[config.mk]
export PLATFORM = sky130hd
export DESIGN_NAME = bb3_window
export DESIGN_NICKNAME = d
export VERILOG_FILES = /design/src/rtl/bb3_pkg.sv /design/src/rtl/bb3_window.sv
export SDC_FILE = /design/constraint.sdc
export NUM_CORES = 1
export LEC_CHECK = 0
export ABC_CLOCK_PERIOD_IN_PS = 26800
export BUFFER_PORTS_ARGS = -buffer_cell sky130_fd_sc_hd__buf_2
export CAP_MARGIN = 10
export CORE_AREA = 4 4 184 222
export CTS_CLUSTER_SIZE = 16
export DETAILED_ROUTE_END_ITERATION = 7
export DIE_AREA = 0 0 188 226
export PLACE_DENSITY = 0.63
export REMOVE_ABC_BUFFERS = 1
export SYNTH_ARGS = -nofsm -noshare
export SYNTH_HDL_FRONTEND = slang
export SYNTH_SLANG_ARGS = --single-unit
[constraint.sdc]
create_clock -name clk -period 26.8 [get_ports clk]
set_input_delay 5.36 -clock clk [delete_from_list [all_inputs] [get_ports clk]]
set_output_delay 5.36 -clock clk [all_outputs]
set_load 0.05 [all_outputs]
[src/rtl/bb3_pkg.sv]
// ----------------------------------------------------------------------------
// bb3_pkg
// Shared types, constants and helpers of the 3x3 box blur.
// ----------------------------------------------------------------------------
package bb3_pkg;

    localparam int MAX_WIDTH  = 1024;
    localparam int MAX_HEIGHT = 1024;

    localparam int SIZE_W  = 11;
    localparam int COL_W   = $clog2(MAX_WIDTH);
    localparam int ROW_W   = $clog2(MAX_HEIGHT + 2);
    localparam int ORow_W  = $clog2(MAX_HEIGHT);
    localparam int PIX_W   = 32;
    localparam int RGB_W   = 24;
    localparam int SUM_W   = 12;
    localparam int CFG_IDX_W = 4;

    localparam logic [CFG_IDX_W-1:0] REG_FRAME_WIDTH  = CFG_IDX_W'(0);
    localparam logic [CFG_IDX_W-1:0] REG_FRAME_HEIGHT = CFG_IDX_W'(1);

    localparam logic [SIZE_W-1:0] RESET_WIDTH  = SIZE_W'(800);
    localparam logic [SIZE_W-1:0] RESET_HEIGHT = SIZE_W'(600);

    localparam logic [7:0] ALPHA_OPAQUE = 8'hFF;

    // floor(x / 9) for x below 2304
    localparam logic [12:0] DIV9_RECIP = 13'd7282;
    localparam int          DIV9_SHIFT = 16;

    typedef logic [RGB_W-1:0]  pixel_t;
    typedef logic [SIZE_W-1:0] size_t;
    typedef logic [COL_W-1:0]  col_t;
    typedef logic [ROW_W-1:0]  row_t;
    typedef logic [ORow_W-1:0] orow_t;
    typedef logic [SUM_W-1:0]  sum_t;

    typedef struct packed {
        logic top;
        logic bottom;
        logic left;
        logic right;
    } tap_mask_t;

    function automatic logic [7:0] div9(input sum_t x);
        logic [SUM_W+12:0] prod;
        begin
            prod = (SUM_W + 13)'(x) * (SUM_W + 13)'(DIV9_RECIP);
            div9 = prod[DIV9_SHIFT+7:DIV9_SHIFT];
        end
    endfunction

    function automatic size_t clamp_size(input size_t v, input size_t max_v);
        begin
            if (v == '0)
            begin
                clamp_size = size_t'(1);
            end
            else if (v > max_v)
            begin
                clamp_size = max_v;
            end
            else
            begin
                clamp_size = v;
            end
        end
    endfunction

endpackage

[src/rtl/bb3_window.sv]
// ----------------------------------------------------------------------------
// bb3_window
// 3x3 tap window with border-masked per-channel sums of the shifted window.
// ----------------------------------------------------------------------------
module bb3_window import bb3_pkg::*;
(
    input  logic      clk,
    input  logic      rst_n,
    input  logic      shift_en,
    input  pixel_t    col_top,
    input  pixel_t    col_mid,
    input  pixel_t    col_bot,
    input  tap_mask_t mask,
    output sum_t      sum_r,
    output sum_t      sum_g,
    output sum_t      sum_b
);

    pixel_t taps_reg  [3][3];
    pixel_t taps_next [3][3];

    always_comb
    begin
        for (int r = 0; r < 3; r++)
        begin
            taps_next[r][0] = taps_reg[r][1];
            taps_next[r][1] = taps_reg[r][2];
        end
        taps_next[0][2] = col_top;
        taps_next[1][2] = col_mid;
        taps_next[2][2] = col_bot;
    end

    always_ff @(posedge clk or negedge rst_n)
    begin
        if (!rst_n)
        begin
            for (int r = 0; r < 3; r++)
            begin
                for (int c = 0; c < 3; c++)
                begin
                    taps_reg[r][c] <= '0;
                end
            end
        end
        else if (shift_en)
        begin
            taps_reg <= taps_next;
        end
    end

    always_comb
    begin
        logic [2:0] row_en;
        logic [2:0] col_en;
        row_en = {!mask.bottom, 1'b1, !mask.top};
        col_en = {!mask.right, 1'b1, !mask.left};
        sum_r  = '0;
        sum_g  = '0;
        sum_b  = '0;
        for (int r = 0; r < 3; r++)
        begin
            for (int c = 0; c < 3; c++)
            begin
                if (row_en[r] && col_en[c])
                begin
                    sum_r = sum_r + SUM_W'(taps_next[r][c][23:16]);
                    sum_g = sum_g + SUM_W'(taps_next[r][c][15:8]);
                    sum_b = sum_b + SUM_W'(taps_next[r][c][7:0]);
                end
            end
        end
    end

endmodule

; ---- Yosys cells after proc, flatten, opt, wreduce, memory -nomap -nowiden
; Index checks and enable logic that the tools add are counted.
[word_totals]
reg_bits = 144
latchBits = 0
mem_bits_rw = 0
mem_bits_ro = 0
in_bits = 79
out_inout_bits = 36
wordCells = 62
n_memories = 0
[classes]
n_addsub = 24
multipliers = 0
div = 0
order_cmp = 0
eq_ne = 0
shifts = 0
muxes = 24
bitwise_logic = 0
reduce_logical = 8
[op_table]
columns = operator, count
row1 = 12-bit by 8-bit adder with 12-bit output, 22
row2 = 12-bit two-way mux, 19
row3 = 8-bit two-way mux, 3
row4 = 8-bit by 8-bit adder with 9-bit output, 2
row5 = 9-bit two-way mux, 2
row6 = 1-bit logical AND, 4
row7 = 1-bit zero test, 4

; ---- Longest topological paths before layout
[depth]
depth_word = 18
mapped_depth = 53
ltp_nobuf = 50

; ---- Least setup slack after synthesis
; Ideal clock, no wire load.
[synth_timing]
kind = input to output
startpoint = input port mask[1] (netlist name)
endpoint = output port sum_g[11]
arrival_ns = 14.753
setup_slack_ns = 6.687
stages = 50
path_buffers = 3
cell_sequence = buf_6 > clkbuf_1 > nor2_1 > clkbuf_1 > and2_1 > ha_1 > inv_1 > fa_1 > nor2_1 > fa_1 > nor2_1 > a211oi_1 > inv_1 > fa_1 > nor2b_1 > o21ai_1 > a21boi_1 > a211oi_1 > (+14 left out) > inv_1 > ha_1 > or3_1 > a21oi_1 > a21oi_1 > ha_1 > xor2_1 > nor2_1 > a21oi_1 > ha_1 > nor3_1 > a2111o_1 > or2_2 > mux2i_1 > nor2_1 > o21ai_1 > a22oi_1 > o21ai_1
[synth_between]
elab_chain_len = 18
[synth_rtl]
columns = item, line
row1 = from (decl), bb3_window.sv:13  ; input tap_mask_t mask,
row2 = 1-bit zero test, bb3_window.sv:57  ; col_en = {!mask.right, 1'b1, !mask.left};
row3 = 1-bit logical AND, bb3_window.sv:65  ; if (row_en[r] && col_en[c])
row4 = 8-bit two-way mux, bb3_window.sv:65
row5 = 8-bit by 8-bit adder with 9-bit output, bb3_window.sv:68  ; sum_g = sum_g + SUM_W'(taps_next[r][c][15:8]);
row6 = 9-bit two-way mux, bb3_window.sv:65
row7 = 12-bit by 8-bit adder with 12-bit output, bb3_window.sv:68
row8 = 12-bit two-way mux, bb3_window.sv:65
row9 = 12-bit by 8-bit adder with 12-bit output, bb3_window.sv:68
row10 = 12-bit two-way mux, bb3_window.sv:65
row11 = 12-bit by 8-bit adder with 12-bit output (2 in a row), bb3_window.sv:68
row12 = 12-bit two-way mux, bb3_window.sv:65
row13 = 12-bit by 8-bit adder with 12-bit output, bb3_window.sv:68
row14 = 12-bit two-way mux (*), bb3_window.sv:65
row15 = 12-bit by 8-bit adder with 12-bit output, bb3_window.sv:68
row16 = 12-bit two-way mux (*), bb3_window.sv:65
row17 = 12-bit by 8-bit adder with 12-bit output, bb3_window.sv:68
row18 = 12-bit two-way mux (*), bb3_window.sv:65
row19 = to (decl), bb3_window.sv:15  ; output sum_t sum_g,
; Mark *: on every way between the ends. The rest lies on a longest branch, timed or not.

; ---- Final worst setup path
; Ends and elaborated chain as after synthesis.

==> impl_summary.md <==
Run status
The flow ran to the end, and the final reports show no timing, DRC or antenna violations.

Global route
The via count of the first global-routing pass is 13,630. The total global-route track usage is 18.18%. The number of antenna violations at the first check in global routing is 1. The pin count of the biggest net entering global routing is 104. The total overflow left after global routing is 0.

The first global-routing pass estimated 64,710 µm of wire.

Routing
The wire length after detailed routing is 38,850 µm. The via-per-instance ratio is 5.367. Detailed routing inserted a total of 13,480 vias.

The routed wire length per instance is 15.47 µm. The detail route stage leaves a number of antenna-violating nets equal to 0. The first routing iteration left 563 violations. The first-pass iteration count of the detailed router is 5. The remaining routing DRC violations is 0.

Cells and area
The share of layout cells above drive strength 1 is 16.93%. The non-filler instance count after layout is 2,512. The finished cells cover 17,790 µm². The number of flip-flops in the largest register is 144. Fill cells in the final layout number 3,786.

In the final design database the tool counted 2,267 nets. The layout overhead on the synthesized area is 10.60%.

STA
Hold is met by 0.5017 ns. The routed design could run at a clock period as short as 20.85 ns. The fraction of the cycle the final worst path needs is 77.82%. The total count of hold-check failures in the final report is 0. The setup TNS is 0 ns.

Based on the critical path, the design can be clocked at up to 0.04795 GHz. Setup repair after global routing left no endpoint under its margin. The clock arrives with 0.006270 ns of skew.

The worst slew margin relative to its limit is 35.44%. The transition at the pin with the smallest max-transition slack is 0.9684 ns. Setup violations remaining at the end of the flow were counted as 0. The final max-slew violation count is 0.

Min path
The worst hold path belongs to the class flop to flop.

Placement
Input and output buffers added on the ports amount to 114. The final estimated routing congestion in global placement is 0.8317. The sum of net half-perimeters after detailed placement is 30,220 µm. The placed cell area is 17,170 µm². Counting tap cells, the placed design contains a total of 2,479 instances.

Die
The floorplan step set the die height to 226 µm. The horizontal die dimension is 188 µm. The initial utilization of the core area, before any placement, comes to 41.61%. The total area inside the core boundary comes to 38,650 µm². The number of standard-cell rows in the floorplan is 79. In this run the count of I/O pins placed on the die edge is 115.

The area enclosed by the die boundary is 42,490 µm².

Clock network
The depth of the CTS H-tree is 4. The CTS tree is done. After clock tree synthesis, the clock-pin slew on the worst setup and hold paths is 0.06 ns.

The clock insertion delay at the later pin of the skew report is 0.45 ns. The TritonCTS buffer count is 17. The maximum root-to-sink buffer count is 2. In this run the clock root is driven by a sky130_fd_sc_hd__clkbuf_16. Counting every sink on the clock net gives 144.

The post-cts sizing count is 0. The post-CTS setup-driven buffer insertion count is 0. The number of buffers inserted by hold repair at cts is 0.

Critical path
For the worst setup path, the data arrival time is 15.49 ns. The critical path capture point type is an output port. The cell with the biggest individual delay on the critical path is sky130_fd_sc_hd__fa_1. The required time at the worst-slack endpoint is 21.44 ns. The biggest fanout along the worst timing path is 56. The startpoint type of the worst setup path is an input port. The cell with the most instances on the worst path is sky130_fd_sc_hd__ha_1. The worst setup path is of the input port to output port kind. The highest cell delay on the worst timing path is 0.53 ns.

Synth
The register bit count reported by yosys is 144. Synthesis handed over a netlist of 1,886 instances. The post-synthesis area per instance is 8.527 µm². The total standard cell area after synthesis is 16,080 µm². The fraction of synthesized cell area taken by the top area cell type is 22.41%. The proportion of synthesized flip-flops having asynchronous set or reset is 100.0%. Yosys mapped the design onto 82 distinct sky130hd cell types.

Ranked by total cell area, the synthesized netlist is headed by sky130_fd_sc_hd__dfrtp_1 22%, sky130_fd_sc_hd__ha_1 15%, sky130_fd_sc_hd__mux2_2 9.8%. The largest total area in the synthesized netlist belongs to sky130_fd_sc_hd__dfrtp_1. For this run, the leading register cell type out of synthesis is sky130_fd_sc_hd__dfrtp_1.

Counting flops with a built-in enable in the synthesized netlist gives 0. The Yosys step of the flow raised 0 warnings. After synthesis, flip-flops and latches occupy 22.41% of the total area.

Power
The cell area power density is 111.2 nW/µm². The maximum resistive drop on vdd is 0.1318 mV. The completed layout was analyzed and its total power is 0.001978 W. In this run the static leakage power is 8.044 nW.

Run
The number of max-capacitance violations reported is 0.
[final cells by class]
type | count | area [µm²] | share of cell area (%)
multi-input combinational | 1551 | 11750 | 66.03
sequential | 144 | 3603 | 20.26
timing repair buffer | 125 | 665.6 | 3.742
tap | 526 | 658.1 | 3.700
inverter | 133 | 499.2 | 2.807
clock buffer | 20 | 456.7 | 2.568
clock inverter | 12 | 156.4 | 0.8793
antenna | 1 | 2.502 | 0.01407
[cells in the mapped netlist, types with 29 or more instances]
library cell / number
sky130_fd_sc_hd__xnor2_1: 92
sky130_fd_sc_hd__a21o_1: 38
sky130_fd_sc_hd__nor2_1: 194
sky130_fd_sc_hd__mux2_2: 140
sky130_fd_sc_hd__nand2b_1: 29
sky130_fd_sc_hd__a21oi_1: 161
sky130_fd_sc_hd__nor2b_1: 44
sky130_fd_sc_hd__a211oi_1: 30
sky130_fd_sc_hd__o21a_1: 31
sky130_fd_sc_hd__o21ai_0: 149
sky130_fd_sc_hd__dfrtp_1: 144
sky130_fd_sc_hd__ha_1: 192
sky130_fd_sc_hd__xor2_1: 45
sky130_fd_sc_hd__clkbuf_1: 51
sky130_fd_sc_hd__inv_1: 133
sky130_fd_sc_hd__nand2_1: 110
[logic make-up after synthesis]
| kind of cell | Yosys count | synth area share [%] |
|---|---|---|
| AO/OA/AOI/OAI | 540 | 21.03 |
| XOR/XNOR | 146 | 8.582 |
| adder cells (fa/ha/maj) | 217 | 17.99 |
| buffers and inverters | 191 | 4.575 |
| flip-flops | 144 | 22.41 |
| multiplexers | 159 | 11.06 |
| AND/OR/NAND/NOR | 489 | 14.35 |
[critical path: cells and delay by family]
family / cells / cell delay, ns
and+or+nand+nor: 15 / 2.19
muxes: 1 / 0.25
buffers and inverters: 8 / 1.14
xor gates and xnor gates: 2 / 0.31
adders and majority gates: 9 / 3.21
AOI/OAI and AO/OA: 16 / 3.02
[stage by stage]
stage / setup slack [ns] / util [%]
final: 5.945 / 46.02
after global routing: 4.981 / 46.02
after CTS: 5.936 / 46.02
after detailed placement: 6.007 / 44.43
after global placement: 6.131 / 44.43
after floorplan: 6.840 / -
[routing by layer]
metal / GRT usage (%) / vias to the layer above / routed length, µm
met5: 0 / - / 0
met4: 6.348 / 0 / 1045
met3: 2.597 / 54 / 889
met2: 31.77 / 178 / 18870
met1: 23.03 / 6415 / 18040
li1: - / 6834 / -
[path summary, 6_finish.rpt]
path / startpoint / to / slack [ns] / cells after the start
max: mask[1] / sum_g[11] / 5.95 / 51
min: taps_next[208] / taps_next[208] / 0.50 / 1
max reg2reg: taps_next[170] / taps_next[194] / 25.93 / 1
min reg2reg: taps_next[208] / taps_next[208] / 0.50 / 1
max in group asynchronous: rst_n / taps_next[67] / 20.57 / 2
min in group asynchronous: rst_n / taps_next[129] / 4.98 / 1
[report_power, final]
part           switching, W  internal, W  total, W  leakage (nW)
Combinational      0.000885     0.000576   0.00146          6.06
Clock              0.000102     0.000152  0.000254         0.289
Sequential        0.0000192     0.000244  0.000263          1.70
[cell usage in the layout, fill, tap and decap left out, types with 11 or more instances in the layout]
cell type,count
sky130_fd_sc_hd__nor3_1,25
sky130_fd_sc_hd__o21a_1,31
sky130_fd_sc_hd__nand3_1,12
sky130_fd_sc_hd__nand2b_1,29
sky130_fd_sc_hd__and2_1,27
sky130_fd_sc_hd__xnor2_1,92
sky130_fd_sc_hd__dfrtp_1,144
sky130_fd_sc_hd__o21ai_0,149
sky130_fd_sc_hd__nand2_1,110
sky130_fd_sc_hd__a211oi_1,30
sky130_fd_sc_hd__o31ai_1,15
sky130_fd_sc_hd__buf_4,11
sky130_fd_sc_hd__fa_1,24
sky130_fd_sc_hd__a21o_1,38
sky130_fd_sc_hd__buf_2,112
sky130_fd_sc_hd__ha_1,192
sky130_fd_sc_hd__mux2i_1,18
sky130_fd_sc_hd__mux2_2,140
sky130_fd_sc_hd__o21bai_1,21
sky130_fd_sc_hd__nor2_1,193
sky130_fd_sc_hd__inv_1,133
sky130_fd_sc_hd__clkbuf_16,17
sky130_fd_sc_hd__or2_2,11
sky130_fd_sc_hd__nor2b_1,44
sky130_fd_sc_hd__a21oi_1,161
sky130_fd_sc_hd__xor2_1,45
No activity file was read; power rests on OpenSTA's default activity.
